## src/design/sbot_pkg.sv

```systemverilog
// Shared constants and types of the swept box overlap time block.
package sbot_pkg;

   // Fraction bits of the contact time.
   localparam int FRAC_BITS = 16;

   // Field widths of the ports.
   localparam int CRD_W  = 32;
   localparam int HALF_W = 31;

   // Signed width of origin, motion, radius and slab numerators, and the
   // width of their magnitudes in the dividers.
   localparam int DIV_W = 37;

   // Quotient width, one bit per divider stage.
   localparam int Q_W        = FRAC_BITS + 1;
   localparam int DIV_STAGES = FRAC_BITS + 1;

   // Saturated slab times lie in [-1, ONE+1].
   localparam int TIME_W = FRAC_BITS + 3;
   localparam logic signed [TIME_W-1:0] TIME_ONE  = TIME_W'(longint'(1) << FRAC_BITS);
   localparam logic signed [TIME_W-1:0] TIME_SAT  = TIME_ONE + TIME_W'(1);
   localparam logic signed [TIME_W-1:0] TIME_NEG1 = '1;

   // Pipeline depth.
   localparam int PREP_STAGES = 3;
   localparam int RES_STAGES  = 2;
   localparam int LATENCY     = PREP_STAGES + DIV_STAGES + RES_STAGES;

   // One axis after setup: divider operands and the zero motion outcome.
   typedef struct packed {
      logic [DIV_W-1:0] mag_lo;
      logic [DIV_W-1:0] mag_hi;
      logic [DIV_W-1:0] mag_den;
      logic             neg_lo;
      logic             neg_hi;
      logic             still;
      logic             still_miss;
   } sbot_axis_type;

   // Zero motion flags of one axis, carried alongside the dividers.
   typedef struct packed {
      logic still;
      logic still_miss;
   } sbot_flag_type;

endpackage

```

## src/design/sbot_div.sv

```systemverilog
// Pipelined restoring divider, one quotient bit per stage, with time saturation.
module sbot_div (
   input  logic                              clock,
   input  logic                              en,
   input  logic [sbot_pkg::DIV_W-1:0]        num_mag,
   input  logic [sbot_pkg::DIV_W-1:0]        den_mag,
   input  logic                              neg,
   output logic signed [sbot_pkg::TIME_W-1:0] time_o
);
   import sbot_pkg::*;

   logic [DIV_W-1:0] rem_ff [DIV_STAGES];
   logic [DIV_W-1:0] den_ff [DIV_STAGES];
   logic [Q_W-1:0]   q_ff   [DIV_STAGES];
   logic             neg_ff [DIV_STAGES];
   logic             ovf_ff [DIV_STAGES];

   logic [DIV_W-1:0] rem0_in;
   logic [Q_W-1:0]   q0_in;
   logic             ovf0_in, bit0;

   // The quotient needs more than Q_W bits exactly when num >= 2 * den.
   always_comb begin
      ovf0_in = (num_mag >= {den_mag[DIV_W-2:0], 1'b0}) || den_mag[DIV_W-1];
      bit0    = (num_mag >= den_mag);
      rem0_in = bit0 ? (num_mag - den_mag) : num_mag;
      q0_in   = '0;
      q0_in[FRAC_BITS] = bit0;
   end

   always_ff @(posedge clock) begin
      if (en) begin
         rem_ff[0] <= rem0_in;
         den_ff[0] <= den_mag;
         q_ff[0]   <= q0_in;
         neg_ff[0] <= neg;
         ovf_ff[0] <= ovf0_in;
      end
   end

   for (genvar k = 1; k < DIV_STAGES; k++) begin : g_stage
      logic [DIV_W-1:0] shl, rem_in;
      logic [Q_W-1:0]   q_in;
      logic             bit_k;

      always_comb begin
         shl    = {rem_ff[k-1][DIV_W-2:0], 1'b0};
         bit_k  = (shl >= den_ff[k-1]);
         rem_in = bit_k ? (shl - den_ff[k-1]) : shl;
         q_in   = q_ff[k-1];
         q_in[FRAC_BITS-k] = bit_k;
      end

      always_ff @(posedge clock) begin
         if (en) begin
            rem_ff[k] <= rem_in;
            den_ff[k] <= den_ff[k-1];
            q_ff[k]   <= q_in;
            neg_ff[k] <= neg_ff[k-1];
            ovf_ff[k] <= ovf_ff[k-1];
         end
      end
   end

   logic [Q_W-1:0] q_last;

   always_comb begin
      q_last = q_ff[DIV_STAGES-1];
      if (neg_ff[DIV_STAGES-1]) begin
         time_o = (ovf_ff[DIV_STAGES-1] || q_last != '0) ? TIME_NEG1 : '0;
      end else if (ovf_ff[DIV_STAGES-1] || $signed(TIME_W'(q_last)) > TIME_SAT) begin
         time_o = TIME_SAT;
      end else begin
         time_o = $signed(TIME_W'(q_last));
      end
   end

endmodule

```

## config.mk

```make
export PLATFORM = sky130hd
export DESIGN_NAME = sbot_div
export DESIGN_NICKNAME = d
export VERILOG_FILES = /design/src/design/sbot_pkg.sv /design/src/design/sbot_div.sv
export SDC_FILE = /design/constraint.sdc
export NUM_CORES = 2
export LEC_CHECK = 0
export ABC_AREA = 1
export BUFFER_PORTS_ARGS = -buffer_cell sky130_fd_sc_hd__buf_2
export CAP_MARGIN = 20
export CORE_MARGIN = 5
export CORE_UTILIZATION = 50
export CTS_CLUSTER_DIAMETER = 100
export DETAILED_ROUTE_END_ITERATION = 16
export GPL_ROUTABILITY_DRIVEN = 0
export PLACE_DENSITY = 0.65
export REMOVE_ABC_BUFFERS = 1
export SLEW_MARGIN = 10
export SYNTH_ARGS = -nofsm -noshare
export SYNTH_HDL_FRONTEND = slang
export SYNTH_SLANG_ARGS = --single-unit
```

## constraint.sdc

```tcl
create_clock -name clock -period 2.48 [get_ports clock]
set_clock_uncertainty 0.05 [all_clocks]
set_input_delay 0.496 -clock clock [delete_from_list [all_inputs] [get_ports clock]]
set_output_delay 0.496 -clock clock [all_outputs]
set_load 0.01 [all_outputs]
```

Yosys cells after proc, flatten, opt, wreduce, memory -nomap -nowiden
Memories as Yosys holds them, arrays and structs flattened. Index checks and enable logic that the tools add are counted.

Memory bits (writable): 1581. Memories: 5. Output and inout bits: 19. Input bits: 77. Flip-flop bits (word level): 0.

Magnitude comparators: 19. Reduce and logical (&&, ||, !) cells: 4. $add $sub $neg: 17. Multiplexer cells: 22.

Memory list: den_ff (words 17, width 37, rd ports 16, clocked after Yosys merged registers in 0, write ports 17, line sbot_div.sv:13) `logic [DIV_W-1:0] den_ff [DIV_STAGES];`; rem_ff (words 17, width 37, rd ports 16, clocked after Yosys merged registers in 0, write ports 17, line sbot_div.sv:12) `logic [DIV_W-1:0] rem_ff [DIV_STAGES];`; q_ff (words 17, width 17, rd ports 17, clocked after Yosys merged registers in 0, write ports 17, line sbot_div.sv:14) `logic [Q_W-1:0] q_ff [DIV_STAGES];`; neg_ff (words 17, width 1, rd ports 17, clocked after Yosys merged registers in 0, write ports 17, line sbot_div.sv:15) `logic neg_ff [DIV_STAGES];`; ovf_ff (words 17, width 1, rd ports 17, clocked after Yosys merged registers in 0, write ports 17, line sbot_div.sv:16) `logic ovf_ff [DIV_STAGES];`.

Operator list (number): greater-or-equal comparator 37 bit (18); 2-to-1 mux 37 bit (17); subtractor 37 bit (17); 2-to-1 mux 19 bit (2); > comparator 17 bit (second input constant) (1); 2-to-1 mux 17 bit (1); nonzero test 17 bit (1); logical OR 1 bit (3); 2-to-1 mux 1 bit (2).

Logic depth before layout (Yosys ltp)
An unclocked memory read counts as a cell.

Depth in word-level cells: 5. Gate-level depth with buffers: 16.

Worst setup path before layout
Ideal clock, no wire load.

Kind: input port to flip-flop. From: in num_mag[0] in the netlist's numbering. To: mem rem_ff[0][32], data pin. Data arrival time: 1947 ps. Data required time: 2177 ps. Slack: 230 ps. Stages: 15. Cells stage by stage: inv_1 ha_1 fa_1 inv_1 nand2_1 nand3_1 nand2_1 nand2_1 nand2_1 nand2_1 nand2_1 nand2_1 nand2_1 nand3_1 nand2_1.

RTL lines: start: declaration (line sbot_div.sv:5) `input logic [sbot_pkg::DIV_W-1:0] num_mag,`; end: declaration (line sbot_div.sv:12).

==> impl_metrics.toml <==
[synthesis]
yosysUniqueCellTypes = 43
ys_top_cells_by_area = "edfxtp_1 41%, nand2_1 17%, inv_1 8.5%"
yosysTopAreaCell = "edfxtp_1"
synth_mux_area_share_pct = 0
synth.cell_area_um2 = 98200
synthSimpleGateAreaFrac_pct = 32.1
synth_xor_area_share_pct = 2.57
synth_top_cell_area_share_pct = 41.4
synth_seq_area_share_pct = 41.4
synthCells = 12800
synth_area_per_cell_um2 = 7.66
ys_ff_latch = 1355
synthAdderAreaFrac_pct = 8.79
synth_top_family_by_area = "simple AND/OR/NAND/NOR gates"
synth-compound-area-share_pct = 4.84
ys_warn_count = 0

[detailed_routing]
finalWirelength_um = 351000
wl_per_cell_um = 19.7
drt_iter0_drc = 12000
vias = 98700
post-route-drc-count = 0
first_pass_iters = 7
routed_via_density = 5.53
ant_nets = 0

[final_layout]
fin_cells = 17900
drive_above_1_share_pct = 29.7
nNetsFinal = 15900
utilization_pct = 68.6
area_delta_synth_final_pct = 36.3
finalInstanceArea_um2 = 134000
fill_cells = 14700

[floorplan]
initial_utilization_pct = 50.3
fp.dieH_um = 453
pin_count = 96
fp.dieArea_um2 = 205000
rows = 162
die_x_um = 453
fp.coreArea_um2 = 195000

[setup_path]
worstPathCellList = "nor4_2 -> nand4_1 -> nand3b_1 -> nand2_2 -> buf_6 -> nand2_1 -> buf_2"
crit_type = "reg2out"
worst-r2r-setup-slack_ns = -0.16
crit_fanout = 5
critPathLaunchType = "flip-flop"
worstPathArrival_ns = 2.47
slowest_stage = "edfxtp_1"
slowest_delay_ns = 0.45
cp-end-kind = "output pin"
cp.required_ns = 1.93

[cts]
cts_tree = "built"
numClockSinks = 1355
clk_latency_ns = 0.81
path_clk_slew_ns = 0.06
cts_made_buffers = 154
cts_root_buf = "clkbuf_16"
h-tree-depth = 4
cts_buffer_depth = 3

[timing]
maxSlewHeadroom_pct = 53.0
post-route-min-period_ns = 3.02
rsz0062_at_grt = "yes"
setup_slack_ns = -0.539
hold_ws_ns = 0.0525
hold_viol_final = 0
maxSlewViolCount = 0
worst_pin_slew_ns = 0.705
fin_tns_setup_ns = -18.40
fmax_ghz = 0.331
period_share_pct = 122
setup_viol = 183

[power]
p_clk_share_pct = 14.9
internal-power_mw = 88.0
swShare_pct = 44.6
comb_power_share_pct = 60.7
power_density_nw_per_um2 = 1190
p_seq_share_pct = 24.4
total_power_mw = 159
p_switching_mw = 70.9
leakage_nw = 65.3
vdd_drop_max_uv = 883

[outcome]
run_status = "finished, violations left"
violations = "setup timing"

[global_route]
antenna_found_initial = 9
overflow = 0
track_usage_pct = 30.3
grt_max_degree = 59
grt_pass1_wl_um = 491000
first_global_vias = 87700

[placed_design]
dp_hpwl_um = 256000
io_buffers = 95
post_dp_cell_area_um2 = 113000
pre_cts_slack_ns = -0.185
place_inst = 16900

[run]
maxCapViolCount = 0

[worst_hold_path]
min_path_type = "in2reg"
-- cell usage in the layout, fill, tap and decap left out, types with 271 or more instances in the layout --
master / synthesis / final
a21oi_1: 479 / 402
ha_4: 0 / 373
edfxtp_1: 1355 / 1355
nand3_1: 1092 / 875
buf_4: 9 / 1939
nand2_1: 4511 / 3961
nand2_2: 55 / 537
nor2_1: 873 / 749
xor2_1: 272 / 271
inv_1: 2233 / 2079
nand3_2: 143 / 346
-- layer usage --
layer	routed length, um	up-vias	share of wire (%)	track usage [%]
li1	-	45900	-	-
met1	140000	46000	40	42.4
met2	156000	5713	45	47.3
met3	39200	1036	11	6.18
met4	15000	10	4.3	9.84
met5	107	-	0.030	0
-- state kept, by name, summed over array words and instances, names as in the netlist --
signal and flops:
den_ff 592, neg_ff 17, ovf_ff 17, q_ff 153, rem_ff 576
-- final timing paths --
| kind | startpoint | to | depth (start not counted) |
|---|---|---|---|
| hold reg to reg | ovf_ff[0][12] | ovf_ff[0][13] | 0 |
| setup / recovery | q_ff[16][15] | time_o[1] | 7 |
| hold / removal | en | den_ff[0][2] | 1 |
| setup reg to reg | rem_ff[0][416] | rem_ff[0][445] | 10 |
-- cells in the mapped netlist, drive strengths merged --
library cell	number
nand2	4582
inv	2272
edfxtp	1355
nand3	1235
nor2	983
ha	664
a21oi	517
xor2	272
buf	168
nand3b	159
nor3	138
nand4	132
o21ai	112
o21bai	109
o21a	29
a21boi	16
fa	16
nor4	16
xnor2	16
a21o	14
a31oi	10
a41oi	4
clkinv	2
and3	1
clkbuf	1
o2111ai	1
o211ai	1
-- power groups by stage --
stage                     clock, mW  sequential [mW]  combinational (mW)
final                          23.7             38.8                96.5
after CTS                      24.0             37.7                77.6
after global routing           25.0             39.0                 103
after floorplan                   0             35.5                45.9
after global placement            0             38.0                72.8
after detailed placement          0             38.0                74.1
-- kinds of logic after synthesis --
group	after synthesis
xor gates and xnor gates	288
buffers and inverters	2443
and+or+nand+nor	7246
DFF	1355
adders and majority gates	680
AOI/OAI and AO/OA	813
-- repair_timing --
action,4_1_cts,5_1_grt
gates resized for setup,293,1653
hold endpoints to repair,38,0
gates cloned,17,54
hold buffers,38,0
pin swaps,129,425
setup endpoints to repair,344,605
buffers inserted,100,462
-- critical path, delay by kind of cell (launching register included) --
kind,cells,cell delay [ns]
buffers and inverters,2,0.30
flip-flops,1,0.45
AND/OR/NAND/NOR,5,0.93
-- layout make-up --
type	count	area [um2]	area share [%]
timing repair buffer	2282	19300	14.4
clock buffer	181	4040	3.02
clock inverter	103	1160	0.868
multi-input combinational	9036	56800	42.5
tap	2624	3280	2.45
inverter	2274	8550	6.39
sequential	1355	40700	30.4
antenna	1	2.50	0.00187
(Power assumes the default switching activity.)
