File: config.mk
export PLATFORM = sky130hd
export DESIGN_NAME = sbot_prep
export DESIGN_NICKNAME = d
export VERILOG_FILES = /design/src/design/sbot_pkg.sv /design/src/design/sbot_prep.sv
export SDC_FILE = /design/constraint.sdc
export NUM_CORES = 1
export LEC_CHECK = 0
export ABC_AREA = 1
export BUFFER_PORTS_ARGS = -buffer_cell sky130_fd_sc_hd__buf_4
export CORE_MARGIN = 10
export CORE_UTILIZATION = 44
export DETAILED_ROUTE_END_ITERATION = 16
export GPL_TIMING_DRIVEN = 1
export PLACE_DENSITY = 0.66
export SETUP_SLACK_MARGIN = 0.4
export SKIP_CTS_REPAIR_TIMING = 1
export SYNTH_ARGS = -nofsm -noshare
export SYNTH_HDL_FRONTEND = slang
export SYNTH_SLANG_ARGS = --single-unit
File: constraint.sdc
create_clock -name clock -period 3.01 [get_ports clock]
set_input_delay 0.301 -clock clock [delete_from_list [all_inputs] [get_ports clock]]
set_output_delay 0.301 -clock clock [all_outputs]
set_load 0.02 [all_outputs]
File: src/design/sbot_pkg.sv
// Shared constants and types of the swept box overlap time block.
package sbot_pkg;

   // Fraction bits of the contact time.
   localparam int FRAC_BITS = 16;

   // Field widths of the ports.
   localparam int CRD_W  = 32;
   localparam int HALF_W = 31;

   // Signed width of origin, motion, radius and slab numerators, and the
   // width of their magnitudes in the dividers.
   localparam int DIV_W = 37;

   // Quotient width, one bit per divider stage.
   localparam int Q_W        = FRAC_BITS + 1;
   localparam int DIV_STAGES = FRAC_BITS + 1;

   // Saturated slab times lie in [-1, ONE+1].
   localparam int TIME_W = FRAC_BITS + 3;
   localparam logic signed [TIME_W-1:0] TIME_ONE  = TIME_W'(longint'(1) << FRAC_BITS);
   localparam logic signed [TIME_W-1:0] TIME_SAT  = TIME_ONE + TIME_W'(1);
   localparam logic signed [TIME_W-1:0] TIME_NEG1 = '1;

   // Pipeline depth.
   localparam int PREP_STAGES = 3;
   localparam int RES_STAGES  = 2;
   localparam int LATENCY     = PREP_STAGES + DIV_STAGES + RES_STAGES;

   // One axis after setup: divider operands and the zero motion outcome.
   typedef struct packed {
      logic [DIV_W-1:0] mag_lo;
      logic [DIV_W-1:0] mag_hi;
      logic [DIV_W-1:0] mag_den;
      logic             neg_lo;
      logic             neg_hi;
      logic             still;
      logic             still_miss;
   } sbot_axis_type;

   // Zero motion flags of one axis, carried alongside the dividers.
   typedef struct packed {
      logic still;
      logic still_miss;
   } sbot_flag_type;

endpackage

File: src/design/sbot_prep.sv
// Three stage setup of one axis: relative values, slab numerators, magnitudes.
module sbot_prep (
   input  logic                                clock,
   input  logic                                en,
   input  logic signed [sbot_pkg::CRD_W-1:0]   mover_start,
   input  logic signed [sbot_pkg::CRD_W-1:0]   mover_end,
   input  logic        [sbot_pkg::HALF_W-1:0]  mover_half,
   input  logic signed [sbot_pkg::CRD_W-1:0]   target_start,
   input  logic signed [sbot_pkg::CRD_W-1:0]   target_end,
   input  logic        [sbot_pkg::HALF_W-1:0]  target_half,
   output sbot_pkg::sbot_axis_type             axis_o
);
   import sbot_pkg::*;

   logic signed [DIV_W-1:0] org_ff, org_in, mot_ff, mot_in, rad_ff, rad_in;
   logic signed [DIV_W-1:0] nlo_ff, nlo_in, nhi_ff, nhi_in, den_ff;
   logic                    still_ff, still_in, smiss_ff, smiss_in;
   sbot_axis_type           axis_ff, axis_in;

   always_comb begin
      org_in = DIV_W'(mover_start) - DIV_W'(target_start);
      mot_in = (DIV_W'(mover_end) - DIV_W'(mover_start))
             - (DIV_W'(target_end) - DIV_W'(target_start));
      rad_in = $signed(DIV_W'(mover_half)) + $signed(DIV_W'(target_half));
   end

   always_comb begin
      nlo_in   = -rad_ff - org_ff;
      nhi_in   = rad_ff - org_ff;
      still_in = (mot_ff == '0);
      smiss_in = (org_ff > rad_ff) || (org_ff < -rad_ff);
   end

   always_comb begin
      axis_in.mag_lo     = nlo_ff[DIV_W-1] ? DIV_W'(-nlo_ff) : DIV_W'(nlo_ff);
      axis_in.mag_hi     = nhi_ff[DIV_W-1] ? DIV_W'(-nhi_ff) : DIV_W'(nhi_ff);
      axis_in.mag_den    = den_ff[DIV_W-1] ? DIV_W'(-den_ff) : DIV_W'(den_ff);
      axis_in.neg_lo     = nlo_ff[DIV_W-1] ^ den_ff[DIV_W-1];
      axis_in.neg_hi     = nhi_ff[DIV_W-1] ^ den_ff[DIV_W-1];
      axis_in.still      = still_ff;
      axis_in.still_miss = smiss_ff;
   end

   always_ff @(posedge clock) begin
      if (en) begin
         org_ff   <= org_in;
         mot_ff   <= mot_in;
         rad_ff   <= rad_in;
         nlo_ff   <= nlo_in;
         nhi_ff   <= nhi_in;
         den_ff   <= mot_ff;
         still_ff <= still_in;
         smiss_ff <= smiss_in;
         axis_ff  <= axis_in;
      end
   end

   assign axis_o = axis_ff;

endmodule

# Word level (Yosys, flattened, before mapping)
# Index checks and enable logic that the tools add are counted.
[classes]
n_mux = 3
addsub = 11
order_cmp = 2
n_reduce_logical = 2
bitwise = 2
[op_table]
columns = ["op", "count"]
rows = [
  ["negation 37 bit", 4],
  ["2-to-1 mux 36 bit", 3],
  ["subtractor 32 x 32 -> 33 bit", 3],
  ["subtractor 37 bit", 2],
  ["> comparator 37 bit", 1],
  ["logical NOT 37 bit", 1],
  ["less-than comparator 37 bit", 1],
  ["subtractor 33 x 33 -> 34 bit", 1],
  ["adder 31 x 31 -> 32 bit", 1],
  ["XOR 1 bit", 2],
  ["logical OR 1 bit", 1],
]
[word_totals]
inputBits = 192
wordCells = 38
register_bits = 339
out_inout_bits = 115

# Longest topological paths before layout
# Gate-level depths: netlist (run 1).
[logic_depth]
ltp_word = 3
depth_mapped = 22
ltp_nobuf = 22

# Worst setup path after synthesis (run 1)
# OpenSTA, ideal clock, no wires.
[synth_path]
path_kind = "input -> register"
startpoint = "in mover_start[0] (netlist bit)"
endpoint = "reg mot_ff[28], data pin"
arrival_ps = 2780
path_stages = 14
required_ps = 2758
setup_ps = 252
path_slack_ps = -22
cell_sequence = "inv_1 -> fa_1 -> inv_1 -> fa_1 -> inv_1 -> ha_1 -> inv_1 -> fa_1 -> o21ai_2 -> a21oi_1 -> o21bai_1 -> nand3_1 -> nand3_1 -> nand2_1"
[synth_via]
elab_chain_cells = 2
[synth_lines]
columns = ["element", "line", "text"]
rows = [
  ["start, declared", "sbot_prep.sv:5", "input logic signed [sbot_pkg::CRD_W-1:0] mover_start,"],
  ["subtractor 32 x 32 -> 33 bit", "sbot_prep.sv:22", "mot_in = (DIV_W'(mover_end) - DIV_W'(mover_start))"],
  ["subtractor 33 x 33 -> 34 bit", "sbot_prep.sv:23", "- (DIV_W'(target_end) - DIV_W'(target_start));"],
  ["named net mot_in[28]", "sbot_prep.sv:15", "logic signed [DIV_W-1:0] org_ff, org_in, mot_ff, mot_in, rad_ff, rad_in;"],
  ["end signal, assigned", "sbot_prep.sv:47", "mot_ff <= mot_in;"],
  ["end, declared", "sbot_prep.sv:15", ""],
]
# The timed path passes the listed nets, and every way through them passes these cells.
# A chain may end at the register's enable or synchronous reset.

# Worst setup path after layout (run 1)
[layout_path]
startpoint = "reg rad_ff[1]"
endpoint = "reg nlo_ff[30], data pin"
[layout_via]
elab_chain_cells = 2
[layout_lines]
columns = ["element", "line", "text"]
rows = [
  ["start, declared", "sbot_prep.sv:15", ""],
  ["start signal, assigned", "sbot_prep.sv:48", "rad_ff <= rad_in;"],
  ["negation 37 bit", "sbot_prep.sv:28", "nlo_in = -rad_ff - org_ff;"],
  ["subtractor 37 bit", "sbot_prep.sv:28", ""],
  ["named net nlo_in[30]", "sbot_prep.sv:16", "logic signed [DIV_W-1:0] nlo_ff, nlo_in, nhi_ff, nhi_in, den_ff;"],
  ["end signal, assigned", "sbot_prep.sv:49", "nlo_ff <= nlo_in;"],
  ["end, declared", "sbot_prep.sv:16", ""],
]
# The timed path passes the listed nets, and every way through them passes these cells.

==> impl_metrics.csv, run 1 <==
group,metric,value,unit
run_status,outcome,"finished with violations",
run_status,violations,"setup timing",
worst_setup_path,regToRegEndpoint,"nlo_ff[30]",
timing,setup_tns,-2.00,ns
floorplanning,die_h,260,µm
routing,wl_per_cell,18.2,µm
yosys,ys_types,47,
global_route,grt_max_degree,76,
final_layout,finish.utilization,58.0,%
hold_path,worstHoldPathType,"primary input to register",
placed_design,post-place-ws,-0.370,ns
yosys,ys_ff_latch,322,
yosys,synth_edf_count,322,
routing,antenna_left,0,
clock_network,cts_max_path_buffers,3,
global_route,grt_pass1_wl,126000,µm
routing,num_vias,23300,
yosys,synth_warnings,0,
floorplanning,coreArea,57500,µm²
placed_design,detailed_place_hpwl,69100,µm
worst_setup_path,worst-r2r-setup-slack,-0.19,ns
worst_setup_path,r2r_start,"rad_ff[1]",
yosys,synthCells,3124,
yosys,synthFlopType,"edfxtp_1",
timing,max_clock_freq,313,MHz
timing,layout_setup_ws,-0.189,ns
final_layout,n_fill_cell,5363,
final_layout,drive_gt1_share,24.3,%
run,drv_cap,0,
worst_setup_path,rr_worst_depth,21,
clock_network,clk_pin_slew,0.08,ns
worst_setup_path,crit_path_end_kind,"register",
timing,timing.final.crit_period,3.20,ns
clock_network,cts_made_buffers,36,
routing,dr.pass1.iters,6,
worst_setup_path,setup.worst_path.start_class,"register",
global_route,antenna_found_initial,1,
floorplanning,die_w,260,µm
routing,drt-total-wl,82200,µm
timing,final-max-slew-violation-count,0,
final_layout,stdcell_area,33300,µm²
yosys,seq_area_frac_synth,38.0,%
timing,timing.final.crit_share,106,%
floorplanning,start_util,44.3,%
yosys,synth_top_area_cell,"edfxtp_1",
timing,hold_viol,0,
timing,whs,0.0834,ns
hold_path,worstHoldEndpoint,"mot_ff[0]",
worst_setup_path,cp.required,3.33,ns
yosys,yosys-top-cells-area,"edfxtp_1 (38%), nand2_1 (10%), ha_1 (8.3%)",
yosys,synth_area,25400,µm²
routing,drcViolationCount,0,
worst_setup_path,cp.arrival,3.52,ns
yosys,synth_most_common_cell,"nand2_1",
power,finalPower,24.3,mW
clock_network,clk_latency,0.57,ns
yosys,yosys.area.top_type_share,38.0,%
power,p_per_area,729,nW/µm²
routing,viasPerCell,5.17,
timing,max-slew-margin-rel,58.8,%
floorplanning,dieArea,67800,µm²
yosys,synthTopCellsByCount,"nand2_1 (706), inv_1 (464), nor2_1 (362), edfxtp_1 (322), a21oi_1 (205)",
final_layout,area_growth,31.1,%
global_route,overflow,0,
timing,max_slew.worst_pin.slew,0.619,ns
timing,rsz0062_at_grt,"yes",
hold_path,hold_path_depth,2,
clock_network,cts.sinks,322,
clock_network,cts_tree,"done",
clock_network,cts-root-buf,"clkbuf_16",
placed_design,place_area,31100,µm²
placed_design,port_buffers,306,
worst_setup_path,worstSetupPathType,"register to register",
floorplanning,io_pins,307,
final_layout,nets,4145,
power,power_leakage,15.1,nW
timing,worst_clock_skew,0.0239,ns
power,ir_drop,449,µV
placed_design,gp_congestion,0.993,
floorplanning,row_count,88,
worst_setup_path,path_max_fanout,4,
timing,setup_violations,19,
yosys,postSynth.asyncResetShare,0,%
placed_design,place_inst,4419,
final_layout,antenna_cells,0,
hold_path,min_from,"mover_end[1]",
global_route,grtUsageTotal,23.5,%
routing,drtIter0Drc,1786,
yosys,post_synth.cell_area_avg,8.14,µm²
global_route,grt_pass1_vias,22600,
clock_network,h-tree-depth,2,
final_layout,layout.cells.non_filler,4507,
-- critical path: stages, from the launching register on --
cell	delay, ns
edfxtp_1	0.44
buf_6	0.15
nor3_4	0.18
nand2_2	0.09
nor2_4	0.22
buf_6	0.13
nand3_2	0.09
nor2_2	0.12
nand3_1	0.07
nor2_1	0.11
xnor2_1	0.08
ha_1	0.33
buf_6	0.13
nand2_2	0.09
nor2_2	0.11
inv_1	0.08
nor2_1	0.14
inv_1	0.05
nor2_1	0.14
nor3_2	0.06
nand3_1	0.07
nand2_1	0.05
-- cells in the final DEF (no fill, tap or decap), types with 13 or more instances in the layout --
cell type	netlist	final
nand2_1	706	667
buf_4	1	547
inv_1	464	452
nor2_1	362	327
edfxtp_1	322	322
xor2_1	177	170
nand3_1	185	169
a21oi_1	205	156
ha_1	169	124
o21ai_0	104	83
fa_1	69	65
xnor2_1	51	49
nor3_1	59	48
nand4_1	45	45
ha_4	0	43
nand2_2	6	37
a21oi_2	0	37
nor2_2	8	36
clkbuf_16	0	36
o21ai_1	16	30
o21bai_1	29	27
nor4_1	26	23
nand3_2	2	17
a21o_1	15	15
inv_2	3	14
nor2_4	6	13
-- state kept, by name, summed over array words and instances, names as in the netlist --
| signal | cells |
|---|---|
| smiss_ff | 1 |
| nhi_ff | 36 |
| still_ff | 1 |
| rad_ff | 32 |
| mot_ff | 34 |
| den_ff | 34 |
| org_ff | 33 |
| axis_o | 114 |
| nlo_ff | 37 |
-- layer usage --
layer	part of all wire [%]	track usage (%)	vias up	routed length (µm)
met5	0	0	-	0
met4	2.4	5.46	0	1940
met3	6.8	3.38	132	5570
met2	45	37.8	751	37200
met1	46	32.9	10900	37500
li1	-	-	11500	-
-- logic make-up after synthesis --
logic type	share of synthesized area, %
buffers and inverters	7.11
AO/OA/AOI/OAI	9.46
flip-flops	38.0
XOR/XNOR	7.85
AND/OR/NAND/NOR	23.8
adder cells (fa/ha/maj)	13.7
other	0.0147
-- how the worst max path moves through the flow --
stage	to	from	cells after the start	slack [ns]
after global routing	smiss_ff	rad_ff[0]	18	-0.43
after global placement	mot_ff[32]	mover_end[0]	14	-0.29
final	nlo_ff[30]	rad_ff[1]	21	-0.19
after floorplan	mot_ff[28]	mover_end[0]	13	0.08
after detailed placement	mot_ff[32]	mover_end[0]	14	-0.37
after CTS	nlo_ff[32]	rad_ff[1]	18	-0.25
-- power breakdown --
part	total [mW]	switching [mW]	internal [mW]
sequential	7.79	0.947	6.84
combinational	12.0	7.05	4.98
clock	4.50	1.92	2.57
total	24.3	9.92	14.4
-- area by class of cell --
class	count	area, µm²	share of cell area (%)
multi-input combinational	2324	15400	46.3
clock buffer	39	912	2.74
clock inverter	26	272	0.814
inverter	467	1760	5.26
sequential	322	9670	29.0
timing repair buffer	564	4330	13.0
tap	765	957	2.87
(Power assumes the default switching activity.)
==> run 2, diff against run 1 <==
- PLACE_DENSITY: 0.66 -> default
- clock period: 3.01 -> 4.05 ns (I/O delays scaled with it)
==> impl_metrics.csv, run 2 (synthesis gave the netlist of run 1 again) <==
group,metric,value,unit
floorplanning,row_count,88,
final_layout,largest_register_ffs,114,
global_route,grt_max_degree,111,
hold_path,worstHoldPathType,"primary input to register",
global_route,grtUsageTotal,23.8,%
routing,dr.pass1.iters,8,
routing,drtIter0Drc,1853,
final_layout,layout_common_cells,"nand2_1 (706), inv_1 (464), nor2_1 (358), edfxtp_1 (322), buf_4 (318)",
power,ir_drop,357,µV
clock_network,cts_made_buffers,38,
floorplanning,die_h,260,µm
timing,timing.final.crit_period,3.44,ns
timing,rsz0062_at_grt,"yes",
clock_network,clk_latency,0.56,ns
clock_network,cts_tree,"done",
clock_network,cts_max_path_buffers,3,
global_route,antenna_found_initial,2,
timing,max_clock_freq,290,MHz
routing,antenna_left,0,
global_route,grt_pass1_vias,22200,
placed_design,detailed_place_hpwl,70600,µm
run,drv_cap,0,
clock_network,h-tree-depth,2,
final_layout,finish.utilization,52.5,%
worst_setup_path,cp.required,4.32,ns
timing,worst_clock_skew,0.0228,ns
floorplanning,die_w,260,µm
timing,setup_tns,0,ns
worst_setup_path,worstSetupPathType,"register to register",
clock_network,clk_pin_slew,0.06,ns
clock_network,cts-root-buf,"clkbuf_16",
placed_design,port_buffers,306,
worst_setup_path,crit_path_end_kind,"register",
routing,viasPerCell,5.32,
placed_design,place_area,28800,µm²
global_route,grt_pass1_wl,126000,µm
timing,setup_violations,0,
routing,wl_per_cell,19.4,µm
routing,drt-total-wl,82700,µm
final_layout,drive_gt1_share,13.0,%
floorplanning,start_util,44.3,%
timing,max_slew.worst_pin.slew,0.838,ns
final_layout,final_common_cell,"nand2_1",
worst_setup_path,setup.worst_path.start_class,"register",
worst_setup_path,path_max_fanout,5,
final_layout,antenna_cells,0,
placed_design,gp_congestion,0.993,
final_layout,area_growth,18.5,%
floorplanning,dieArea,67800,µm²
power,p_per_area,547,nW/µm²
timing,timing.final.crit_share,85.0,%
clock_network,cts.sinks,322,
power,power_leakage,13.7,nW
routing,drcViolationCount,0,
final_layout,stdcell_area,30200,µm²
floorplanning,coreArea,57500,µm²
floorplanning,io_pins,307,
final_layout,n_fill_cell,5606,
worst_setup_path,cp.arrival,3.71,ns
final_layout,nets,3905,
run_status,outcome,"completed",
timing,final-max-slew-violation-count,0,
timing,max-slew-margin-rel,44.1,%
timing,hold_viol,0,
global_route,overflow,0,
routing,num_vias,22700,
## run 2: worst paths after layout
| check | from | endpoint | slack, ns | depth (start not counted) |
|---|---|---|---|---|
| setup reg to reg | rad_ff[0] | nlo_ff[27] | 0.61 | 19 |
| hold / removal | mover_end[1] | mot_ff[0] | 0.17 | 2 |
| setup / recovery | rad_ff[0] | nlo_ff[27] | 0.61 | 19 |
| hold reg to reg | smiss_ff | axis_o[0] | 0.43 | 0 |
## run 2: metrics by stage
| stage | hold slack, ns | cells | power, mW | worst slack, ns |
|---|---|---|---|---|
| global placement | 0.401 | 4198 | 12.9 | 0.373 |
| floorplan | 0.400 | 3126 | 10.2 | 0.914 |
| detailed placement | 0.412 | 4198 | 13.0 | 0.350 |
| CTS | 0.143 | 4263 | 16.4 | 0.549 |
| finish | 0.172 | 4265 | 16.5 | 0.606 |
| global route | 0.176 | 4265 | 17.5 | 0.324 |
## run 2: final cells by class
cell class / count / area (µm²) / share of cell area, %
multi-input cells: 2324 / 14100 / 46.7
flip-flops and latches: 322 / 9670 / 32.1
repair buffers: 322 / 2460 / 8.17
inverters: 467 / 1750 / 5.81
clock buffers: 44 / 995 / 3.30
well taps: 765 / 957 / 3.17
clock inverters: 21 / 231 / 0.768
## run 2: routing by layer
metal / global-route usage, % / up-vias / wire [µm] / part of all wire [%]
met5: 0 / - / 0 / 0
met4: 5.96 / 0 / 1940 / 2.3
met3: 4.00 / 108 / 5710 / 6.9
met2: 37.2 / 792 / 36400 / 44
met1: 33.7 / 10700 / 38600 / 47
li1: - / 11100 / - / -
## run 2: worst max-delay path, cell delays in order (launching register included)
cell and delay [ns]:
edfxtp_1 0.42, inv_1 0.11, ha_2 0.22, nand2_2 0.09, nor2_4 0.17, nand2_2 0.10
nor2_4 0.20, buf_4 0.14, nand3_1 0.07, xor2_1 0.14, inv_1 0.06, ha_1 0.35
a21oi_1 0.22, o21bai_1 0.14, a21oi_1 0.18, nand3_2 0.17, nand3_1 0.13, nand2_1 0.06
nand2_1 0.07, nand2_1 0.12
## run 2: power breakdown
group | switching, mW | total, mW | internal (mW)
Clock | 1.44 | 3.41 | 1.98
Sequential | 0.767 | 5.86 | 5.09
Combinational | 4.72 | 7.22 | 2.50
