--- src/design/sbot_pkg.sv ---
// Shared constants and types of the swept box overlap time block.
package sbot_pkg;

   // Fraction bits of the contact time.
   localparam int FRAC_BITS = 16;

   // Field widths of the ports.
   localparam int CRD_W  = 32;
   localparam int HALF_W = 31;

   // Signed width of origin, motion, radius and slab numerators, and the
   // width of their magnitudes in the dividers.
   localparam int DIV_W = 37;

   // Quotient width, one bit per divider stage.
   localparam int Q_W        = FRAC_BITS + 1;
   localparam int DIV_STAGES = FRAC_BITS + 1;

   // Saturated slab times lie in [-1, ONE+1].
   localparam int TIME_W = FRAC_BITS + 3;
   localparam logic signed [TIME_W-1:0] TIME_ONE  = TIME_W'(longint'(1) << FRAC_BITS);
   localparam logic signed [TIME_W-1:0] TIME_SAT  = TIME_ONE + TIME_W'(1);
   localparam logic signed [TIME_W-1:0] TIME_NEG1 = '1;

   // Pipeline depth.
   localparam int PREP_STAGES = 3;
   localparam int RES_STAGES  = 2;
   localparam int LATENCY     = PREP_STAGES + DIV_STAGES + RES_STAGES;

   // One axis after setup: divider operands and the zero motion outcome.
   typedef struct packed {
      logic [DIV_W-1:0] mag_lo;
      logic [DIV_W-1:0] mag_hi;
      logic [DIV_W-1:0] mag_den;
      logic             neg_lo;
      logic             neg_hi;
      logic             still;
      logic             still_miss;
   } sbot_axis_type;

   // Zero motion flags of one axis, carried alongside the dividers.
   typedef struct packed {
      logic still;
      logic still_miss;
   } sbot_flag_type;

endpackage

--- src/design/sbot_resolve.sv ---
// Two stage resolve: order slab times, then narrow the enter and leave times.
module sbot_resolve (
   input  logic                                clock,
   input  logic                                en,
   input  logic signed [sbot_pkg::TIME_W-1:0]  lo_x,
   input  logic signed [sbot_pkg::TIME_W-1:0]  hi_x,
   input  logic signed [sbot_pkg::TIME_W-1:0]  lo_y,
   input  logic signed [sbot_pkg::TIME_W-1:0]  hi_y,
   input  sbot_pkg::sbot_flag_type             flag_x,
   input  sbot_pkg::sbot_flag_type             flag_y,
   output logic                                contact,
   output logic [sbot_pkg::FRAC_BITS:0]        contact_time
);
   import sbot_pkg::*;

   logic signed [TIME_W-1:0] ax_lo_ff, ax_hi_ff, ay_lo_ff, ay_hi_ff;
   sbot_flag_type            fx_ff, fy_ff;
   logic                     contact_ff, contact_in;
   logic [FRAC_BITS:0]       time_ff, time_in;

   always_ff @(posedge clock) begin
      if (en) begin
         ax_lo_ff <= (lo_x > hi_x) ? hi_x : lo_x;
         ax_hi_ff <= (lo_x > hi_x) ? lo_x : hi_x;
         ay_lo_ff <= (lo_y > hi_y) ? hi_y : lo_y;
         ay_hi_ff <= (lo_y > hi_y) ? lo_y : hi_y;
         fx_ff    <= flag_x;
         fy_ff    <= flag_y;
      end
   end

   logic signed [TIME_W-1:0] e1, l1, e2, l2;
   logic                     miss;

   always_comb begin
      miss = 1'b0;
      if (fx_ff.still) begin
         e1   = '0;
         l1   = TIME_ONE;
         miss = fx_ff.still_miss;
      end else begin
         e1   = (ax_lo_ff > 0) ? ax_lo_ff : '0;
         l1   = (ax_hi_ff < TIME_ONE) ? ax_hi_ff : TIME_ONE;
         miss = (e1 > l1);
      end
      if (fy_ff.still) begin
         e2   = e1;
         l2   = l1;
         miss = miss || fy_ff.still_miss;
      end else begin
         e2   = (ay_lo_ff > e1) ? ay_lo_ff : e1;
         l2   = (ay_hi_ff < l1) ? ay_hi_ff : l1;
         miss = miss || (e2 > l2);
      end
      contact_in = !miss;
      time_in    = miss ? '0 : e2[FRAC_BITS:0];
   end

   always_ff @(posedge clock) begin
      if (en) begin
         contact_ff <= contact_in;
         time_ff    <= time_in;
      end
   end

   assign contact      = contact_ff;
   assign contact_time = time_ff;

endmodule

--- config.mk ---
export PLATFORM = sky130hd
export DESIGN_NAME = sbot_resolve
export DESIGN_NICKNAME = d
export VERILOG_FILES = /design/src/design/sbot_pkg.sv /design/src/design/sbot_resolve.sv
export SDC_FILE = /design/constraint.sdc
export NUM_CORES = 1
export LEC_CHECK = 0
export ABC_AREA = 1
export BUFFER_PORTS_ARGS = -buffer_cell sky130_fd_sc_hd__buf_2
export CORE_ASPECT_RATIO = 1.2
export CORE_MARGIN = 10
export CORE_UTILIZATION = 45
export CTS_BUF_LIST = sky130_fd_sc_hd__clkbuf_16
export CTS_CLUSTER_SIZE = 20
export DETAILED_ROUTE_END_ITERATION = 16
export PLACE_DENSITY_LB_ADDON = 0.08
export RECOVER_POWER = 50
export SYNTH_ARGS = -nofsm -noshare
export SYNTH_HDL_FRONTEND = slang
export SYNTH_SLANG_ARGS = --single-unit
export TNS_END_PERCENT = 5
--- constraint.sdc ---
create_clock -name clock -period 7.1 [get_ports clock]
set_input_delay 1.42 -clock clock [delete_from_list [all_inputs] [get_ports clock]]
set_output_delay 1.42 -clock clock [all_outputs]
set_load 0.02 [all_outputs]
# Word level (Yosys, flattened, before mapping)
# Index checks and enable logic that the tools add are counted.
[classes] magnitude_cmp=8 n_mux=13 reduce_logical=3
[ops] operator="$mux W19" n=10
[ops] operator="$gt A19 B19 Y1" n=5
[ops] operator="$gt A19 B1 Y1 const B" n=1
[ops] operator="$lt A19 B18 Y1 const B" n=1
[ops] operator="$lt A19 B19 Y1" n=1
[ops] operator="$mux W17" n=1
[ops] operator="$logic_or A1 B1 Y1" n=2
[ops] operator="$mux W1" n=2
[ops] operator="$logic_not A1 Y1" n=1
[word_totals] register_bits=98 in_bits=82

# Logic depth before layout (Yosys ltp)
# Gate-level depths: netlist (run 1).
[depth] depth_word=9 ltp_mapped=34 mapped_depth_nobuf=31

# Worst setup path before layout (run 1)
# Ideal clock, no wire load.
[synth_timing] kind="reg-to-reg" start="register ax_hi_ff[18]" end="register time_ff[10], in the netlist contact_time[10], data pin" arrival_ns=4.174 required_ns=6.848 setup_slack_ns=2.673 stages_incl_launch_ff=29 path_buffers=3 period_less_slack_ns=4.427 cell_sequence="edfxtp_1 -> or3_1 -> ha_1 -> inv_1 -> clkbuf_1 -> nand3_1 -> ha_1 -> nand2_1 -> inv_1 -> o21ai_0 -> nand2_1 -> a21oi_1 -> nand3_1 -> nand2_1 -> nand2_2 -> buf_2 -> nand2_1 -> o21ai_0 -> ha_1 -> nand2_1 -> nor2_1 -> nand2_1 -> nor2_1 -> nand2_1 -> nand4_1 -> nand3_2 -> buf_4 -> nand4_1 -> nor2_2"
[synth_via] elab_chain_len=8 elab_cells_between_ends=11 cone_classes="order compare: 4; mux: 5; reduce/logical: 2"
[synth_lines] item="start, declared" line="sbot_resolve.sv:16" source="logic signed [TIME_W-1:0] ax_lo_ff, ax_hi_ff, ay_lo_ff, ay_hi_ff;"
[synth_lines] item="start signal, assigned" line="sbot_resolve.sv:24" source="ax_hi_ff <= (lo_x > hi_x) ? lo_x : hi_x;"
[synth_lines] item="$lt A19 B18 Y1" line="sbot_resolve.sv:43" source="l1 = (ax_hi_ff < TIME_ONE) ? ax_hi_ff : TIME_ONE;"
[synth_lines] item="$mux W19 (*)" line="sbot_resolve.sv:43"
[synth_lines] item="$mux W19" line="sbot_resolve.sv:37" source="if (fx_ff.still) begin"
[synth_lines] item="$lt A19 B19 Y1" line="sbot_resolve.sv:52" source="l2 = (ay_hi_ff < l1) ? ay_hi_ff : l1;"
[synth_lines] item="$mux W19" line="sbot_resolve.sv:52"
[synth_lines] item="$gt A19 B19 Y1" line="sbot_resolve.sv:53" source="miss = miss || (e2 > l2);"
[synth_lines] item="$logic_or A1 B1 Y1" line="sbot_resolve.sv:53"
[synth_lines] item="$mux W1 (*)" line="sbot_resolve.sv:46" source="if (fy_ff.still) begin"
[synth_lines] item="end signal, assigned" line="sbot_resolve.sv:62" source="time_ff <= time_in;"
[synth_lines] item="end, declared" line="sbot_resolve.sv:19" source="logic [FRAC_BITS:0] time_ff, time_in;"
# Every way passes the cells marked *; elsewhere a longest branch is shown, timed or not.
# A chain may end at the register's enable or synchronous reset.

# Worst setup path in the final report (run 1)
[layout_timing] start="register fx_ff[1] (netlist name)" end="register contact_ff, in the netlist contact, data pin"
[layout_via] elab_chain_len=7 elab_cells_between_ends=12 cone_classes="order compare: 3; mux: 6; reduce/logical: 3"
[layout_lines] item="start, declared" line="sbot_resolve.sv:17" source="sbot_flag_type fx_ff, fy_ff;"
[layout_lines] item="start signal, assigned" line="sbot_resolve.sv:27" source="fx_ff <= flag_x;"
[layout_lines] item="$mux W19" line="sbot_resolve.sv:37"
[layout_lines] item="$gt A19 B19 Y1 / $lt A19 B19 Y1 (equally long branches)" line="sbot_resolve.sv:51, sbot_resolve.sv:52"
[layout_lines] item="$mux W19 (on tied branches)" line="sbot_resolve.sv:51, sbot_resolve.sv:52"
[layout_lines] item="$gt A19 B19 Y1" line="sbot_resolve.sv:53"
[layout_lines] item="$logic_or A1 B1 Y1" line="sbot_resolve.sv:53"
[layout_lines] item="$mux W1 (*)" line="sbot_resolve.sv:46"
[layout_lines] item="$logic_not A1 Y1 (*)" line="sbot_resolve.sv:55" source="contact_in = !miss;"
[layout_lines] item="net contact_in" line="sbot_resolve.sv:18" source="logic contact_ff, contact_in;"
[layout_lines] item="end signal, assigned" line="sbot_resolve.sv:61" source="contact_ff <= contact_in;"
[layout_lines] item="end, declared" line="sbot_resolve.sv:18"
# The timed path passes the listed nets; every way through them passes the cells marked *.

==> results of run 1 <==
[area by class of cell]
| type | instances | area [um^2] |
|---|---|---|
| clock buffer | 9 | 225 |
| clock inverter | 7 | 45.0 |
| fill | 1849 | 9110 |
| inverter | 115 | 432 |
| multi-input combinational | 822 | 4740 |
| sequential | 98 | 2940 |
| tap | 252 | 315 |
| timing repair buffer | 103 | 498 |
[where the power goes]
part	internal, mW	switching, mW
combinational	0.334	0.668
sequential	0.749	0.0563
clock	0.237	0.220
[cell families (layout without fill, tap and decap cells)]
| logic type | Yosys count | in the layout | synth area share (%) |
|---|---|---|---|
| adders and majority gates | 114 | 114 | 17.0 |
| AOI/OAI and AO/OA | 129 | 129 | 8.03 |
| other | 2 | 2 | 0.0893 |
| and+or+nand+nor | 577 | 577 | 31.3 |
| buffers and inverters | 158 | 234 | 8.60 |
| DFF | 98 | 98 | 35.0 |
[stage by stage]
step | worst slack (ns) | hold slack, ns | cells | instance area (um^2)
finish | 1.44 | 0.783 | 1406 | 9200
global placement | 1.53 | 0.766 | 1390 | 8960
CTS | 1.51 | 0.791 | 1406 | 9230
detailed placement | 1.54 | 0.774 | 1390 | 8960
floorplan | 2.67 | 0.682 | 1078 | 8410
global route | 0.758 | 0.828 | 1406 | 9200
[Yosys cell counts]
cell        n  area, um^2
a21oi_2     1        8.76
edfxtp_1   98        2940
nand2_1   307        1150
ha_1      114        1430
o21ai_1    11        55.1
buf_1       2        7.51
nor4_1      5        31.3
nand2_2    13        81.3
buf_12      1        20.0
nor2_1     69         259
a41oi_1     1        8.76
and3_1      2        12.5
conb_1      2        7.51
nand4_1    60         375
o21ai_0    62         310
nor2_4      1        11.3
a21boi_0    1        7.51
buf_6       7        78.8
nand3_1    79         395
nand2_4     1        11.3
and2_4      1        8.76
nor3_1      5        25.0
clkbuf_2    2        10.0
o21a_1      1        7.51
clkbuf_8    2        27.5
o21ai_2     1        8.76
inv_1     112         420
nor2_2     20         125
nand3b_4    1        20.0
clkbuf_1   12        45.0
nand3_2    12         120
buf_4       7        52.6
or3_1       1        6.26
a21o_1      3        22.5
a22o_1      1        8.76
buf_2      10        50.1
clkinv_1    3        11.3
o21bai_1    1        7.51
a21oi_1    46         230
[metal layers]
layer | track usage [%] | up-vias | wire length (um)
met4 | 6.21 | 0 | 546
met2 | 30.4 | 181 | 10800
met5 | 0 | - | 0
met3 | 3.70 | 33 | 1170
li1 | - | 3815 | -
met1 | 26.2 | 3248 | 11200
[sequential cells by signal (all words and copies together), names as in the netlist]
register and flops:
ax_lo_ff 19, ay_lo_ff 19, contact 1, ax_hi_ff 19, ay_hi_ff 19, contact_time 17
fx_ff 2, fy_ff 2
[cells in the final DEF, fill, tap and decap left out, types with 5 or more instances in the layout]
cell type  count
buf_2         80
nor4_1         5
clkbuf_16      9
inv_1        113
clkbuf_1      20
ha_1         114
a21oi_1       46
nor2_1        69
o21ai_0       62
nand2_1      307
nand3_1       79
nor2_2        20
nand4_1       60
nand3_2       12
o21ai_1       11
nor3_1         5
nand2_2       13
edfxtp_1      98
[critical path, delay by kind of cell (launching register included)]
kind                     cells  cell delay [ns]
AND/OR/NAND/NOR             17             3.09
buffers and inverters        2             0.91
AO/OA/AOI/OAI                1             0.18
flip-flops                   1             0.54
adder cells (fa/ha/maj)      2             0.67
[worst max path at each step]
stage	from	end	slack, ns	cells after the start
floorplan	ax_hi_ff[18]	contact_time[10]	2.67	28
finish	fx_ff[1]	contact	1.44	22
detailed placement	fx_ff[1]	contact	1.54	20
CTS	fx_ff[1]	contact	1.51	20
global placement	ax_hi_ff[18]	contact	1.53	23
global route	ax_hi_ff[18]	contact_time[4]	0.76	24
==> metrics.csv, run 1 <==
metric;value;unit
outcome;complete, but fails checks;
violations;capacitance limit, slew limit;
relSlewSlack;-91.8;%
htree_levels;3;
wl_per_cell;16.8;um
grt_setup_unrepaired;false;
gp_congestion;0.939;
grt_pass1_vias;6899;
synth_warnings;0;
overflow;0;
cts_tree;yes;
syn-mean-instance-area;7.80;um^2
dp_hpwl;19400;um
cts_setup_buffers;0;
syn_nets;1274;
fin_crit;5.66;ns
endpoint_kind;flop;
fin_crit_sh;79.8;%
finalClockSkew;0.0112;ns
antenna_cells;0;
hold_end;contact_time[13];
regToRegSetupSlack;1.44;ns
dieArea;24600;um^2
io_buffers;99;
fin_nets;1345;
drive_gt1_share;12.9;%
tns;0;ns
clock_latency;0.35;ns
syn_area;8410;um^2
cp_slowest_stage_delay;0.87;ns
synthToLayoutAreaGrowth;9.42;%
start_util;45.9;%
rows;54;
r2r-end;contact;
hp-class;flop to flop;
antenna_found_initial;0;
dr.pass1.iters;5;
antenna_left;0;
dr_total_vias;7277;
power;2.26;mW
cp-start-kind;flop;
ir_drop;0.156;mV
worst-endpoint-arrival;5.77;ns
ff2ff_path_depth;22;
grt_pass1_wl;36700;um
crit_chain;clkinv_1, nand4_1, ha_1, nand2_1, inv_1, nand2_1, nand2_1, a21oi_2, nand3_2, nand2_1, nand3_1, nand2_1, nand2_1, ha_1, nand2_1, nor2_1, nand2_1, nor2_1, nand2_1, nand4_1, nand3_2, and3_1;
min_path_cells;4;
clk_pin_slew;0.07;ns
max_clock_freq;177;MHz
die_w;145;um
clock_sink_count;98;
critical_path_required;7.21;ns
cellPowerDensity;246;nW/um^2
cts_resized;0;
drc;0;
hold_path.startpoint;ay_lo_ff[13];
cts-root-buf;clkbuf_16;
viasPerCell;5.18;
grt_use_total;19.4;%
cp_common_cell;nand2_1;
r2r-start;fx_ff[1];
synthCells;1078;
leakage;4.53;nW
final-max-slew-violation-count;101;
worst-setup-path-type;flop to flop;
hold_viol;0;
die_h;170;um
final_core_util;50.3;%
ys_ff_latch;98;
worstMarginPinSlew;2.88;ns
num_io_pins;100;
drtIter0Drc;496;
routed_wl;23600;um
ys_seq_area_share;35.0;%
fp.coreArea;18300;um^2
slowest_stage;clkinv_1;
cts-buffers-inserted;9;
grt_max_degree;55;
path_max_fanout;35;
clk_path_buf_depth;2;
drv_cap;2;
ctsHoldBuffers;0;
ys_types;39;
finalSetupViolations;0;
Power figures use the tool's default switching activity.
==> run 2: changes to the inputs <==
==> constraint.sdc (replaced) <==
create_clock -name clock -period 4.7 [get_ports clock]
set_input_delay 0.94 -clock clock [delete_from_list [all_inputs] [get_ports clock]]
set_output_delay 0.94 -clock clock [all_outputs]
set_load 0.02 [all_outputs]
==> run 2 against run 1 <==
  * Worst hold slack got worse by 0.023 ns
  * Critical path type unchanged
  * Power rose by 80%
  * Critical path depth rose by 2
  * Combinational power rose by 110%
  * Routed wire length rose by 8.1%
  * Worst setup slack got worse by 1.3 ns
  * Design area rose by 12%
  * Sequential power rose by 54%
  * The flow still finishes with violations (capacitance limit, slew limit)
  * Count of clock-buffer cells in the layout did not move
  * Flip-flop and latch count did not move
==> metrics.csv, run 2 (same netlist as run 1, synthesis figures left out) <==
metric;value;unit;change
worstMarginPinSlew;3.11;ns;+0.232 ns
endpoint_kind;flop;;
min_path_cells;1;;-3
critical_path_required;4.91;ns;-2.30 ns
fin_nets;1405;;+4.5%
final_common_cell;nand2_1;;
drtIter0Drc;486;;-2.0%
dieArea;24600;um^2;unchanged
ir_drop;0.193;mV;+24%
hold_path.startpoint;flag_y[0];;
gp_congestion;0.939;;about the same
hold_end;fy_ff[0];;
start_util;45.9;%;unchanged
die_h;170;um;unchanged
grt_max_degree;61;;+11%
hp-class;primary input to flop;;
die_w;145;um;unchanged
synthToLayoutAreaGrowth;22.5;%;
grt_use_total;19.6;%;+0.27 points
clk_pin_slew;0.07;ns;about the same
leakage;4.93;nW;+8.8%
ctsHoldBuffers;0;;unchanged
r2r-end;contact_time[8];;
clock_latency;0.36;ns;about the same
drc;0;;unchanged
overflow;0;;unchanged
finalSetupViolations;0;;unchanged
r2r-start;ax_hi_ff[18];;
fin_cells;1466;;+4.3%
hold_viol;0;;unchanged
timing.hold.ws;0.760;ns;-0.0230 ns
grt_setup_unrepaired;true;;
power;4.08;mW;+80%
antenna_cells;0;;unchanged
htree_levels;3;;unchanged
clock_sink_count;98;;unchanged
num_io_pins;100;;unchanged
fin_crit_sh;98.0;%;+18 points
drive_gt1_share;23.1;%;+10 points
cp-start-kind;flop;;
cellPowerDensity;396;nW/um^2;+61%
routed_wl;25600;um;+8.1%
wl_per_cell;17.4;um;+3.6%
place_area;9120;um^2;+1.7%
cts-root-buf;clkbuf_16;;
viasPerCell;5.26;;+1.6%
final-max-slew-violation-count;61;;-40%
ff2ff_path_depth;24;;+9.1%
path_max_fanout;7;;-80%
worst-endpoint-arrival;4.82;ns;-0.95 ns
cts-buffers-inserted;9;;unchanged
worst-setup-path-type;flop to flop;;
clk_path_buf_depth;2;;unchanged
finalClockSkew;0.0112;ns;-0.00000910 ns
final_area;10300;um^2;+12%
dp_hpwl;19600;um;+0.87%
grt_pass1_wl;37600;um;+2.4%
fin_crit;4.61;ns;-1.06 ns
outcome;complete, but fails checks;;
drv_cap;1;;-1
dr.pass1.iters;5;;unchanged
grt_pass1_vias;7325;;+6.2%
dr_total_vias;7709;;+5.9%
fp.coreArea;18300;um^2;unchanged
regToRegSetupSlack;0.09;ns;-1.34 ns
dp_cells;1409;;+1.4%
rows;54;;unchanged
cts_tree;yes;;
relSlewSlack;-107;%;-15 points
final_cell_mix;nand2_1, inv_1, ha_1;;
antenna_left;0;;unchanged
io_buffers;99;;unchanged
max_clock_freq;217;MHz;+23%
tns;0;ns;unchanged
violations;capacitance limit, slew limit;;
antenna_found_initial;0;;unchanged
==> run 2: changes by cell type in the layout (fill, tap and decap cells not counted), sizes merged <==
cell and change:
buf +51, clkbuf +3, nand2 +3, nand3 +3, clkinv -2, clkinvlp +2
bufinv +1, inv -1
==> run 2: repair_timing <==
item	4_1_cts	5_1_grt
gates resized for setup	1	124
gates cloned	0	11
setup endpoints to repair	18	18
pin swaps	0	62
buffers inserted	0	31
==> run 2: layer usage <==
layer / part of all wire [%] / vias up / GRT usage [%]
li1: - / 3943 / -
met1: 44 / 3489 / 25.5
met2: 48 / 212 / 31.6
met3: 4.8 / 65 / 4.17
met4: 3.3 / 0 / 6.51
met5: 0 / - / 0
==> run 2: worst max-delay path by stage <==
| stage | startpoint | endpoint |
|---|---|---|
| floorplan | ax_hi_ff[18] | contact_time[10] |
| global placement | ax_hi_ff[18] | contact |
| detailed placement | ax_hi_ff[17] | contact |
| CTS | ax_hi_ff[17] | contact_time[8] |
| global route | ax_hi_ff[17] | contact_time[3] |
| finish | ax_hi_ff[18] | contact_time[8] |
==> run 2: area by class of cell <==
class	instances	area (um^2)
clock buffers	9	225
clock inverters	7	71.3
fillers	1754	8010
inverters	115	434
multi-input cells	828	5300
flip-flops and latches	98	2940
well taps	252	315
repair buffers	157	1020
==> run 2: worst max-delay path, stage by stage, from the launching register on <==
cell and delay [ns]:
edfxtp_1 0.39, or3_4 0.41, ha_4 0.26, inv_4 0.06, buf_12 0.12, buf_8 0.13, nand3_2 0.12, ha_4 0.32
nand4_1 0.14, nor3_2 0.20, nand2_1 0.10, nand4_1 0.18, nand2_4 0.16, buf_6 0.17, nand2_1 0.06, o21ai_1 0.08
ha_1 0.34, nand2_2 0.09, nor2_4 0.10, inv_1 0.07, nor2_1 0.24, a41oi_4 0.27, nand3_4 0.21, nand4_1 0.13
nor2_2 0.11
==> run 2: where the power goes <==
group | total [mW] | switching [mW] | internal, mW
Combinational | 2.11 | 1.28 | 0.830
Sequential | 1.24 | 0.107 | 1.13
Clock | 0.729 | 0.318 | 0.411
Total | 4.08 | 1.71 | 2.37
==> run 2: per-stage QoR <==
stage / setup WS, ns / util, %
after CTS: 0.0597 / 51.5
after floorplan: 0.273 / -
final: 0.0917 / 56.3
after global placement: 0.0165 / 49.8
after global routing: -0.116 / 56.3
after detailed placement: -0.0857 / 49.8
==> run 3: changes to the inputs <==
--- a/config.mk
+++ b/config.mk
@@ -7,7 +7,6 @@
 export LEC_CHECK = 0
 export ABC_AREA = 1
 export BUFFER_PORTS_ARGS = -buffer_cell sky130_fd_sc_hd__buf_2
-export CORE_ASPECT_RATIO = 1.2
 export CORE_MARGIN = 10
 export CORE_UTILIZATION = 45
 export CTS_BUF_LIST = sky130_fd_sc_hd__clkbuf_16
==> constraint.sdc (replaced) <==
create_clock -name clock -period 5.1 [get_ports clock]
set_input_delay 1.02 -clock clock [delete_from_list [all_inputs] [get_ports clock]]
set_output_delay 1.02 -clock clock [all_outputs]
set_load 0.02 [all_outputs]
==> run 3 against run 2 <==
  * The run still ends with capacitance limit, slew limit left
  * Count of clock-buffer cells in the layout stayed put
  * Sequential share of layout area is 2.6 points higher
  * First-iteration DRC count is 20% higher
  * Cell count is 4.3% lower
  * Die area hardly changed
  * Sequential power is 9% lower
  * Critical path type unchanged
==> metrics.csv, run 3 (same netlist as run 1, synthesis figures left out) <==
metric;value;unit;change
nFillCells;1806;;+3.0%
final_core_util;52.0;%;-4.2 points
fin_crit_sh;92.0;%;-6.1 points
io_buffers;99;;unchanged
die_h;157;um;-7.7%
max_clock_freq;213;MHz;-1.8%
final-max-slew-violation-count;72;;+18%
dr_total_vias;7405;;-3.9%
viasPerCell;5.28;;+0.37%
fin_cells;1403;;-4.3%
dp_cells;1388;;-1.5%
rows;49;;-9.3%
synthToLayoutAreaGrowth;12.2;%;
start_util;46.3;%;+0.41 points
timing.hold.ws;0.764;ns;+0.00433 ns
slowest_stage;edfxtp_1;;
setup_slack;0.409;ns;+0.318 ns
finalClockSkew;0.0140;ns;+0.00273 ns
drv_cap;1;;unchanged
cp_slowest_stage_delay;0.43;ns;+0.02 ns
fin_crit;4.69;ns;+0.0824 ns
critPathTopFamily;simple AND/OR/NAND/NOR gates;;
wl_per_cell;16.6;um;-5.0%
clock_sink_count;98;;unchanged
path_max_fanout;37;;+30
hp-class;flop to flop;;
power;3.33;mW;-18%
worst-setup-path-type;flop to flop;;
endpoint_kind;flop;;
num_io_pins;100;;unchanged
dp_hpwl;19400;um;-1.0%
grt_pass1_wl;37200;um;-1.2%
hold_viol;0;;unchanged
drive_gt1_share;14.7;%;-8.3 points
place_area;9120;um^2;about the same
fp.coreArea;18100;um^2;-0.89%
cp-start-kind;flop;;
dr.pass1.iters;5;;unchanged
cellPowerDensity;353;nW/um^2;-11%
drc;0;;unchanged
relSlewSlack;-152;%;-44 points
grt_setup_unrepaired;false;;
drtIter0Drc;585;;+20%
dp_slack;0.256;ns;+0.342 ns
final_cell_mix;nand2_1, ha_1, inv_1;;
die_w;157;um;+8.2%
grt_pass1_vias;6986;;-4.6%
cts_setup_buffers;0;;unchanged
overflow;0;;unchanged
worstMarginPinSlew;3.77;ns;+0.665 ns
crit_chain;or3_1, ha_1, inv_2, buf_4, nand3_1, ha_1, nand2_1, o21ai_0, nand2_1, nand4_1, nand2_2, buf_12, o21ai_0, ha_1, a21oi_1, o21ai_0, nor2_1, nand3_1, nand2_1, nand3_4, and3_1;;
cts-root-buf;clkbuf_16;;
grt_use_total;19.3;%;-0.33 points
antenna_cells;0;;unchanged
clk_pin_slew;0.07;ns;about the same
tns;0;ns;unchanged
final_area;9440;um^2;-8.4%
dieArea;24600;um^2;about the same
cts_tree;yes;;
leakage;4.66;nW;-5.6%
clock_latency;0.36;ns;about the same
finalSetupViolations;0;;unchanged
gp_congestion;0.893;;-4.9%
violations;capacitance limit, slew limit;;
outcome;complete, but fails checks;;
antenna_left;0;;unchanged
grt_max_degree;72;;+18%
crit_buf_inv;3;;-2
clk_path_buf_depth;2;;unchanged
ir_drop;0.222;mV;+15%
final_common_cell;nand2_1;;
worst-endpoint-arrival;4.80;ns;-0.02 ns
routed_wl;23200;um;-9.1%
critical_path_required;5.21;ns;+0.30 ns
cts-buffers-inserted;9;;unchanged
antenna_found_initial;0;;unchanged
htree_levels;3;;unchanged
fin_nets;1366;;-2.8%
==> run 3: repair_timing <==
| item | in CTS | in global routing |
|---|---|---|
| endpoints found under the setup margin | 0 | 18 |
| endpoints found under the hold margin | 0 | 0 |
| resized for setup | 0 | 3 |
| hold buffers | 0 | 0 |
==> run 3: path summary, 6_finish.rpt <==
check	start	to	slack, ns	depth (start not counted)
worst min-delay path	ay_lo_ff[12]	contact_time[12]	0.76	4
worst max register to register	ax_hi_ff[18]	contact	0.41	21
worst max-delay path	ax_hi_ff[18]	contact	0.41	21
worst min register to register	ay_lo_ff[12]	contact_time[12]	0.76	4
==> run 3: layer usage <==
metal | track usage (%) | part of all wire (%) | wire length (um) | up-vias
met4 | 5.17 | 1.4 | 318 | 0
met5 | 0 | 0 | 0 | -
met2 | 29.3 | 44 | 10100 | 189
li1 | - | - | - | 3863
met3 | 3.56 | 5.8 | 1340 | 22
met1 | 27.4 | 49 | 11400 | 3331
==> run 3: cell type report <==
type / count / area, um^2 / area share, %
Clock buffer: 9 / 225 / 2.39
Multi-Input combinational cell: 822 / 4760 / 50.4
Sequential cell: 98 / 2940 / 31.2
Timing Repair Buffer: 124 / 682 / 7.22
Inverter: 115 / 432 / 4.57
Clock inverter: 6 / 114 / 1.21
Tap cell: 229 / 287 / 3.04
==> run 3: power breakdown <==
part | switching [mW] | internal [mW] | total, mW
clock | 0.290 | 0.478 | 0.767
combinational | 0.930 | 0.506 | 1.44
sequential | 0.0852 | 1.04 | 1.13
==> run 3: tightest hold or removal path: stages (launching register included) <==
cell and delay, ns:
edfxtp_1 0.37, nand3_2 0.09, nand2_2 0.10, nor2_2 0.04, nor2_2 0.06
